[src/rtl/gdbd_pkg.sv]
// ----------------------------------------------------------------------------
// gdbd_pkg
// Types, constants and helper functions for the Gregorian days-between block.
// ----------------------------------------------------------------------------
`default_nettype none

package gdbd_pkg;

  localparam int DAY_W   = 5;
  localparam int MONTH_W = 4;
  localparam int YEAR_W  = 14;
  localparam int DIFF_W  = 22;
  localparam int COUNT_W = 23;
  localparam int QUOT_W  = 8;
  localparam int BASE_W  = 9;

  localparam logic [DIFF_W-1:0]  DIFF_MAX     = {DIFF_W{1'b1}};
  localparam logic [8:0]         DAYS_IN_YEAR = 9'd365;
  localparam logic [12:0]        RECIP_25     = 13'd5243;
  localparam logic [MONTH_W-1:0] MONTH_JAN    = 4'd1;
  localparam logic [MONTH_W-1:0] MONTH_FEB    = 4'd2;
  localparam logic [MONTH_W-1:0] MONTH_DEC    = 4'd12;
  localparam logic [DAY_W-1:0]   FEB_LEAP_DAY = 5'd29;

  typedef struct packed {
    logic [DAY_W-1:0]   first_day;
    logic [MONTH_W-1:0] first_month;
    logic [YEAR_W-1:0]  first_year;
    logic [DAY_W-1:0]   second_day;
    logic [MONTH_W-1:0] second_month;
    logic [YEAR_W-1:0]  second_year;
    logic               include_end_day;
  } in_word_t;

  typedef struct packed {
    logic [DIFF_W-1:0] day_difference;
    logic              date_invalid;
  } out_word_t;

  typedef struct packed {
    logic [DAY_W-1:0]   day;
    logic [MONTH_W-1:0] month;
    logic [YEAR_W-1:0]  year;
  } date_t;

  typedef struct packed {
    logic [COUNT_W-1:0] count;
    logic               ok;
  } lane_res_t;

  function automatic logic [BASE_W-1:0] days_before_month(input logic [MONTH_W-1:0] m);
    logic [BASE_W-1:0] r;
    case (m)
      4'd1:    r = 9'd0;
      4'd2:    r = 9'd31;
      4'd3:    r = 9'd59;
      4'd4:    r = 9'd90;
      4'd5:    r = 9'd120;
      4'd6:    r = 9'd151;
      4'd7:    r = 9'd181;
      4'd8:    r = 9'd212;
      4'd9:    r = 9'd243;
      4'd10:   r = 9'd273;
      4'd11:   r = 9'd304;
      4'd12:   r = 9'd334;
      default: r = 9'd0;
    endcase
    return r;
  endfunction

  function automatic logic [DAY_W-1:0] month_length(input logic [MONTH_W-1:0] m);
    logic [DAY_W-1:0] r;
    case (m)
      4'd2:    r = 5'd28;
      4'd4:    r = 5'd30;
      4'd6:    r = 5'd30;
      4'd9:    r = 5'd30;
      4'd11:   r = 5'd30;
      default: r = 5'd31;
    endcase
    return r;
  endfunction

  // quotient by 25 for values below 4096
  function automatic logic [QUOT_W-1:0] div25(input logic [11:0] q);
    logic [24:0] prod;
    prod = q * RECIP_25;
    return prod[24:17];
  endfunction

endpackage

`default_nettype wire

[src/rtl/gregorian_days_between_dates_top.sv]
// ----------------------------------------------------------------------------
// gregorian_days_between_dates_top
// Days between two Gregorian dates, one date pair per cycle.
//
// The in_ channel takes a word with two dates and an include-end-day flag;
// the out_ channel returns one word per input: the absolute day difference
// (plus one when the flag is set) and an invalid flag that forces the
// difference to zero. Both channels use valid/ready.
// Each date runs through its own two-stage conversion lane; a merge stage
// forms the difference. Three register stages in all, and one word is
// accepted every cycle while the receiver keeps up.
// The pipeline advances as a whole: when out_valid is high and out_ready
// is low, every stage holds and in_ready drops until the result is taken.
// Synchronous reset clears all valid flags; no results are pending after it.
// ----------------------------------------------------------------------------
`default_nettype none

module gregorian_days_between_dates_top #(
  parameter int MAX_YEAR = 9999
) (
  input  wire logic                clk,
  input  wire logic                rst_n,
  input  wire logic                in_valid,
  output      logic                in_ready,
  input  wire gdbd_pkg::in_word_t  in_data,
  output      logic                out_valid,
  input  wire logic                out_ready,
  output gdbd_pkg::out_word_t      out_data
);
  import gdbd_pkg::*;

  logic      advance;
  logic      v1_r, v2_r, out_valid_r;
  logic      inc1_r, inc2_r;
  date_t     date_a, date_b;
  lane_res_t res_a, res_b;

  assign advance  = !out_valid_r || out_ready;
  assign in_ready = advance;

  assign date_a = '{day: in_data.first_day, month: in_data.first_month,
                    year: in_data.first_year};
  assign date_b = '{day: in_data.second_day, month: in_data.second_month,
                    year: in_data.second_year};

  always_ff @(posedge clk) begin
    if (!rst_n) begin
      v1_r        <= 1'b0;
      v2_r        <= 1'b0;
      out_valid_r <= 1'b0;
    end else if (advance) begin
      v1_r        <= in_valid;
      v2_r        <= v1_r;
      out_valid_r <= v2_r;
    end
  end

  always_ff @(posedge clk) begin
    if (advance) begin
      inc1_r <= in_data.include_end_day;
      inc2_r <= inc1_r;
    end
  end

  gdbd_lane #(.MAX_YEAR(MAX_YEAR)) u_lane_a (
    .clk  (clk),
    .en   (advance),
    .date (date_a),
    .res  (res_a)
  );

  gdbd_lane #(.MAX_YEAR(MAX_YEAR)) u_lane_b (
    .clk  (clk),
    .en   (advance),
    .date (date_b),
    .res  (res_b)
  );

  gdbd_merge u_merge (
    .clk   (clk),
    .en    (advance),
    .res_a (res_a),
    .res_b (res_b),
    .inc   (inc2_r),
    .word  (out_data)
  );

  assign out_valid = out_valid_r;

endmodule

`default_nettype wire

[src/rtl/gdbd_lane.sv]
// ----------------------------------------------------------------------------
// gdbd_lane
// Two-stage conversion of one date to a day number, with 0001-01-01 as day 1.
// ----------------------------------------------------------------------------
`default_nettype none

module gdbd_lane #(
  parameter int MAX_YEAR = 9999
) (
  input  wire logic              clk,
  input  wire logic              en,
  input  wire gdbd_pkg::date_t   date,
  output gdbd_pkg::lane_res_t    res
);
  import gdbd_pkg::*;

  logic [YEAR_W-1:0]  p;
  logic               range_ok_nxt;
  logic               len_ok_nxt;
  logic               feb29_nxt;

  logic [COUNT_W-1:0] p365_r;
  logic [11:0]        p4_r;
  logic [QUOT_W-1:0]  q100p_r, q400p_r, q100y_r, q400y_r;
  logic               y4_r;
  logic [BASE_W-1:0]  base_r;
  logic               after_feb_r;
  logic               range_ok_r;
  logic               len_ok_r;
  logic               feb29_r;

  logic               leap;
  lane_res_t          res_nxt;
  lane_res_t          res_r;

  always_comb begin
    p            = date.year - YEAR_W'(1);
    range_ok_nxt = (date.month >= MONTH_JAN) && (date.month <= MONTH_DEC) &&
                   (date.year != '0) && (date.day != '0) &&
                   ({1'b0, date.year} <= 15'(MAX_YEAR));
    len_ok_nxt   = date.day <= month_length(date.month);
    feb29_nxt    = (date.month == MONTH_FEB) && (date.day == FEB_LEAP_DAY);
  end

  always_ff @(posedge clk) begin
    if (en) begin
      p365_r      <= COUNT_W'(p) * COUNT_W'(DAYS_IN_YEAR);
      p4_r        <= p[YEAR_W-1:2];
      q100p_r     <= div25(p[YEAR_W-1:2]);
      q400p_r     <= div25({2'b00, p[YEAR_W-1:4]});
      q100y_r     <= div25(date.year[YEAR_W-1:2]);
      q400y_r     <= div25({2'b00, date.year[YEAR_W-1:4]});
      y4_r        <= (date.year[1:0] == 2'b00);
      base_r      <= days_before_month(date.month) + BASE_W'(date.day);
      after_feb_r <= date.month > MONTH_FEB;
      range_ok_r  <= range_ok_nxt;
      len_ok_r    <= len_ok_nxt;
      feb29_r     <= feb29_nxt;
    end
  end

  always_comb begin
    leap          = (q400y_r != q400p_r) || (y4_r && (q100y_r == q100p_r));
    res_nxt.ok    = range_ok_r && (len_ok_r || (feb29_r && leap));
    res_nxt.count = p365_r + COUNT_W'(p4_r) - COUNT_W'(q100p_r) + COUNT_W'(q400p_r) +
                    COUNT_W'(base_r) + COUNT_W'(after_feb_r && leap);
  end

  always_ff @(posedge clk) begin
    if (en) begin
      res_r <= res_nxt;
    end
  end

  assign res = res_r;

endmodule

`default_nettype wire

[src/rtl/gdbd_merge.sv]
// ----------------------------------------------------------------------------
// gdbd_merge
// Combine the two lane counts into the absolute, saturated day difference (plus one when inc is set);
// an invalid lane forces the difference to zero and sets date_invalid.
`default_nettype none

module gdbd_merge (
  input  wire logic                clk,
  input  wire logic                en,
  input  wire gdbd_pkg::lane_res_t res_a,
  input  wire gdbd_pkg::lane_res_t res_b,
  input  wire logic                inc,
  output gdbd_pkg::out_word_t      word
);
  import gdbd_pkg::*;

  logic [COUNT_W-1:0] diff;
  logic [COUNT_W:0]   total;
  out_word_t          word_nxt;
  out_word_t          word_r;

  always_comb begin
    diff  = (res_a.count >= res_b.count) ? (res_a.count - res_b.count)
                                         : (res_b.count - res_a.count);
    total = {1'b0, diff} + (COUNT_W + 1)'(inc);
    if (!(res_a.ok && res_b.ok)) begin
      word_nxt.day_difference = '0;
      word_nxt.date_invalid   = 1'b1;
    end else begin
      word_nxt.day_difference = (total > (COUNT_W + 1)'(DIFF_MAX)) ? DIFF_MAX
                                                                   : total[DIFF_W-1:0];
      word_nxt.date_invalid   = 1'b0;
    end
  end

  always_ff @(posedge clk) begin
    if (en) begin
      word_r <= word_nxt;
    end
  end

  assign word = word_r;

endmodule

`default_nettype wire
[config.mk]
export PLATFORM = sky130hd
export DESIGN_NAME = gregorian_days_between_dates_top
export DESIGN_NICKNAME = d
export VERILOG_FILES = /design/src/rtl/gdbd_pkg.sv /design/src/rtl/gregorian_days_between_dates_top.sv /design/src/rtl/gdbd_lane.sv /design/src/rtl/gdbd_merge.sv
export SDC_FILE = /design/constraint.sdc
export NUM_CORES = 2
export LEC_CHECK = 0
export BUFFER_PORTS_ARGS = -buffer_cell sky130_fd_sc_hd__buf_2
export CORE_MARGIN = 1.5
export CORE_UTILIZATION = 60
export DETAILED_ROUTE_END_ITERATION = 7
export GPL_ROUTABILITY_DRIVEN = 0
export PLACE_DENSITY_LB_ADDON = 0.1
export SKIP_CTS_REPAIR_TIMING = 1
export SKIP_LAST_GASP = 1
export SYNTH_ARGS = -nofsm -noshare
export SYNTH_HDL_FRONTEND = slang
export SYNTH_SLANG_ARGS = --single-unit
[constraint.sdc]
create_clock -name clk -period 14.7 [get_ports clk]
set_input_delay 2.94 -clock clk [delete_from_list [all_inputs] [get_ports clk]]
set_output_delay 2.94 -clock clk [all_outputs]
set_load 0.02 [all_outputs]
After elaboration in Yosys (flattened, before gate mapping) --
Memories as Yosys holds them, arrays and structs flattened. Index checks and enable logic that the tools add are counted.
Word-level totals: register bits 230, logic and storage cells 132, bits in read-only memories 288, input port bits 51, memories kept 2
Memories:
- (name not given) | depth 16, width 9, read ports 1, clocked after Yosys merged registers in 0, wr ports 0, line gdbd_pkg.sv:53 | case (m)
- (name not given) | depth 16, width 9, read ports 1, clocked after Yosys merged registers in 0, wr ports 0, line gdbd_pkg.sv:53
Cells by class: reduce and logical (&&, ||, !) cells 33, $add $sub $neg 17, equality and inequality tests 16, $lt $le $gt $ge 12, multiply operators 10, mux-type cells 7
Operator list (count):
- multiplier 12 x 13 -> 25 bit, second input constant | 4
- multiplier 10 x 13 -> 23 bit, second input constant | 4
- adder 23 x 1 -> 23 bit | 2
- adder 23 x 12 -> 23 bit | 2
- adder 23 x 6 -> 23 bit | 2
- adder 23 x 9 -> 23 bit | 2
- multiplier 14 x 9 -> 23 bit, second input constant | 2
- subtractor 23 bit | 2
- subtractor 23 x 8 -> 23 bit | 2
- less-or-equal comparator 14 bit, second input constant | 2
- nonzero test 14 bit | 2
- subtractor 14 x 1 -> 14 bit, second input constant | 2
- adder 23 x 1 -> 24 bit | 1
- > comparator 24 x 22 -> 1 bit, second input constant | 1
- greater-or-equal comparator 23 bit | 1
- 2-to-1 mux 23 bit | 1
- 2-to-1 mux 22 bit | 1
- logical AND 1 bit | 19
- adder 9 x 5 -> 9 bit | 2
- 2-to-1 mux 9 bit | 2
- == test 4 x 3 -> 1 bit, second input constant | 4
- == test 4 bit, second input constant | 4
- == test 8 bit | 2
- != test 6 bit | 2
- 13 further kinds | 27

Longest topological paths before layout --
word-level depth 6, depth in mapped cells 32

By module --
From an unflattened synthesis, not the netlist that was laid out.
Second synthesis, totals: cell total of the unflattened synthesis 3602, area total of the unflattened synthesis 35606.6 um^2
By module, submodules not included:
- gdbd_lane (u_lane_b) | cells an instance 1528, times used 1, area an instance 15622.5 um^2, sequential area each 3032.9 um^2
- gdbd_lane (u_lane_a) | cells an instance 1521, times used 1, area an instance 15582.4 um^2, sequential area each 3032.9 um^2
- gdbd_merge | cells an instance 540, times used 1, area an instance 4225.3 um^2, sequential area each 690.7 um^2
- gregorian_days_between_dates_top | cells an instance 13, times used 1, area an instance 176.4 um^2, sequential area each 120.1 um^2

Worst setup path before layout --
Ideal clock, no wire load.
path kind input-to-output, from input out_ready, to output in_ready, cell stages on the path 1, setup slack 3162 ps, path buffers 0, data required time 11760 ps, arrival time 8598 ps, cell sequence nand2b_1
Between the ends: longest elaborated chain between the ends 1
RTL lines:
- start, declared | line gregorian_days_between_dates_top.sv:27 | input wire logic out_ready,
- logical OR 1 bit | line gregorian_days_between_dates_top.sv:38 | assign advance = !out_valid_r || out_ready;
- end, declared | line gregorian_days_between_dates_top.sv:24 | output logic in_ready,
No other way between the ends.

Worst setup path after layout --
from input in_data[5] in the netlist's numbering, to register u_lane_b.q400p_r[5] (data pin)
Between the ends: longest elaborated chain between the ends 2
RTL lines:
- start, declared | line gregorian_days_between_dates_top.sv:25 | input wire gdbd_pkg::in_word_t in_data,
- subtractor 14 x 1 -> 14 bit | line gdbd_lane.sv:37 | p = date.year - YEAR_W'(1);
- via u_lane_b.p[13] | line gdbd_lane.sv:17 | logic [YEAR_W-1:0] p;
- multiplier 10 x 13 -> 23 bit | line gdbd_pkg.sv:87 | prod = q * RECIP_25;
- end signal, assigned | line gdbd_lane.sv:50 | q400p_r <= div25({2'b00, p[YEAR_W-1:4]});
- end, declared | line gdbd_lane.sv:24 | logic [QUOT_W-1:0] q100p_r, q400p_r, q100y_r, q400y_r;
The timed path passes the listed nets, and every way through them passes these cells. A chain may end at the register's enable or synchronous reset.

==> flow_metrics.tcl <==
set metrics [dict create \
    status "finished clean" \
    nFillCells 4602 \
    setup_tns_ps 0 \
    ys_ff_latch 230 \
    slew_viol_final 0 \
    worstSetupStartpointType "input pin" \
    dieHeight_um 243 \
    vias 23700 \
    cap_viol_max_count 0 \
    drive_above_1_share 0.0554 \
    synthToLayoutAreaGrowth_pct 6.38 \
    clock.fmax_mhz 102 \
    core_mm2 0.0566 \
    overflow 0 \
    ant_nets 0 \
    report.final.hold_viol_count 0 \
    wirelength_um 73900 \
    h-tree-depth 1 \
    dieArea_mm2 0.0589 \
    post_drt_wl_per_cell_um 17.2 \
    setup_viol 0 \
    crit_path_frequent_cell "inv_1" \
    nets 4623 \
    finalCritPeriodShare 0.667 \
    hold_path_class "register to register" \
    relSlewSlack 0.240 \
    initial_core_util 0.609 \
    critPathMaxFanout 11 \
    clk_latency_ps 580 \
    groute.usage.overall 0.258 \
    synth_flop_cell "edfxtp_1" \
    dp_hpwl_um 63000 \
    fin_crit_ps 9810 \
    synth.distinct_cells 84 \
    numCtsBuffers 29 \
    cts_tree "yes" \
    clockRootBuffer "clkbuf_16" \
    synth-seq-area-share 0.199 \
    cts_buffer_depth 3 \
    path_class "input pin to register" \
    avgSynthCellArea_um2 10.0 \
    io_pins 76 \
    synth_async_sr_flop_share 0 \
    grt_pass1_wl_um 124000 \
    core.rowCount 87 \
    synthesis.nets 4555 \
    pre_cts_ws_ps 4400 \
    place_inst 4239 \
    tightestPinTransition_ps 1140 \
    antenna_cells 0 \
    instances_no_fill 4293 \
    grt_pass1_vias 25300 \
    dieWidth_um 243 \
    grt_max_degree 80 \
    cp_slowest_stage_delay_ps 620 \
    remaining_drc_errors 0 \
    rsz0062_at_grt "false" \
    firstDrtPassIters 5 \
    synth_area_mm2 0.0345 \
    yosys_warnings 0 \
    slowest_stage "fa_1" \
    synthCells 3446 \
    synth_edf_count 227 \
    end_kind "register" \
    clock_sinks 230 \
    drt_iter0_markers 1247 \
    io_buffers 75 \
    arrival_ps 10110 \
    fin_util 0.648 \
    vias_per_cell 5.52 \
    antenna_found_initial 2 \
    fin_ws_ps 4890 \
    cts.clk_slew.worst_paths_ps 60 \
    skew_ps 30.7 \
    crit_required_ps 15000 \
]
==> per-stage QoR <==
step	area, um^2	hold slack (ps)
6_report	36700	437
5_1_grt	36700	461
4_1_cts	36700	455
3_5_place_dp	35600	423
3_3_place_gp	35600	418
2_1_floorplan	34500	400
==> worst max-delay path, delay by kind of cell <==
family | cells | cell delay [ps]
and+or+nand+nor | 4 | 790
xor gates and xnor gates | 3 | 820
adders and majority gates | 8 | 3130
buffers and inverters | 7 | 910
AOI/OAI and AO/OA | 9 | 1510
==> layer usage <==
metal	wire, um	track usage	vias up
li1	-	-	11600
met1	32700	0.334	11600
met2	36400	0.455	449
met3	2540	0.0238	139
met4	2280	0.0795	0
met5	0	0	-
==> registers in the layout, indices dropped and copies added, names as in the netlist, 8 cells and up <==
name,flops
u_lane_b.q100p_r,8
u_lane_b.res,24
u_lane_b.p365_r,23
u_lane_b.base_r,9
u_lane_a.p365_r,23
u_lane_b.q100y_r,8
u_lane_a.p4_r,12
u_lane_a.q100p_r,8
u_merge.word,23
u_lane_a.res,24
u_lane_b.p4_r,12
u_lane_a.q100y_r,8
u_lane_a.base_r,9
==> layout by cell type, fill, tap and decap left out, types with 32 or more instances in the layout <==
| master | count |
|---|---|
| nor3_1 | 43 |
| o21ai_0 | 99 |
| fa_1 | 353 |
| nor2_1 | 118 |
| a21o_1 | 75 |
| nand2_1 | 118 |
| inv_1 | 812 |
| nor2b_1 | 32 |
| edfxtp_1 | 227 |
| ha_1 | 705 |
| xor2_1 | 83 |
| buf_2 | 75 |
| xnor2_1 | 159 |
| nand3_1 | 48 |
| a21oi_1 | 147 |
==> Yosys cell counts (all sizes together) (4+ instances only) <==
library cell    n  share of area
inv           812          0.088
ha            705           0.26
fa            353           0.20
edfxtp        227           0.20
a21oi         167          0.026
xnor2         160          0.041
nor2          119          0.013
nand2         118          0.013
o21ai         107          0.016
xor2           84          0.022
a21o           75          0.016
nand3          49         0.0073
nor3           45         0.0068
nor2b          32         0.0058
nand4          31         0.0058
buf            27         0.0053
nand2b         26         0.0047
a31oi          25         0.0045
mux2i          24         0.0077
clkbuf         23         0.0025
o21bai         22         0.0048
o21a           21         0.0046
a211oi         17         0.0037
and3           15         0.0030
or2            14         0.0025
o211ai         13         0.0028
a21boi         12         0.0026
and2           11         0.0021
o31ai          10         0.0023
a211o           8         0.0020
a41oi           8         0.0022
nor4            6         0.0011
o22ai           6         0.0011
or3             6         0.0011
a221o           5         0.0015
a31o            5         0.0013
a41o            4         0.0012
o2111ai         4         0.0010
==> cell type report <==
cell class / instances / area (um^2) / share of cell area
tap: 756 / 946 / 0.0258
clock inverter: 24 / 319 / 0.00870
sequential: 230 / 6880 / 0.187
timing repair buffer: 87 / 465 / 0.0127
multi-input combinational: 2354 / 24300 / 0.662
clock buffer: 30 / 729 / 0.0199
inverter: 812 / 3050 / 0.0831
==> path summary, 6_finish.rpt <==
kind                                                     from                            end  slack (ps)  cells past startpoint
worst max-delay path                               in_data[5]  u_lane_b.q400p_r[5]$_DFFE_PP_        4890                     31
worst min-delay path                         inc1_r$_DFFE_PP_               inc2_r$_DFFE_PP_         440                      0
worst max register to register  u_lane_a.q100p_r[5]$_DFFE_PP_     u_lane_a.res[22]$_DFFE_PP_        9360                     20
worst min register to register               inc1_r$_DFFE_PP_               inc2_r$_DFFE_PP_         440                      0
==> cell families (layout without fill, tap and decap cells) <==
family          after synthesis  after routing  share of synthesized area
buf+inv                     862            953                     0.0962
xor+xnor                    244            244                     0.0624
flops                       230            230                      0.199
mux                          27             27                    0.00932
fa+ha+maj                  1058           1058                      0.461
simple gates                490            490                     0.0708
compound gates              535            535                      0.101
Power is left out: the tool's default activity adds up to more than one toggle a clock period on the data nets, which glitch-free logic cannot reach.
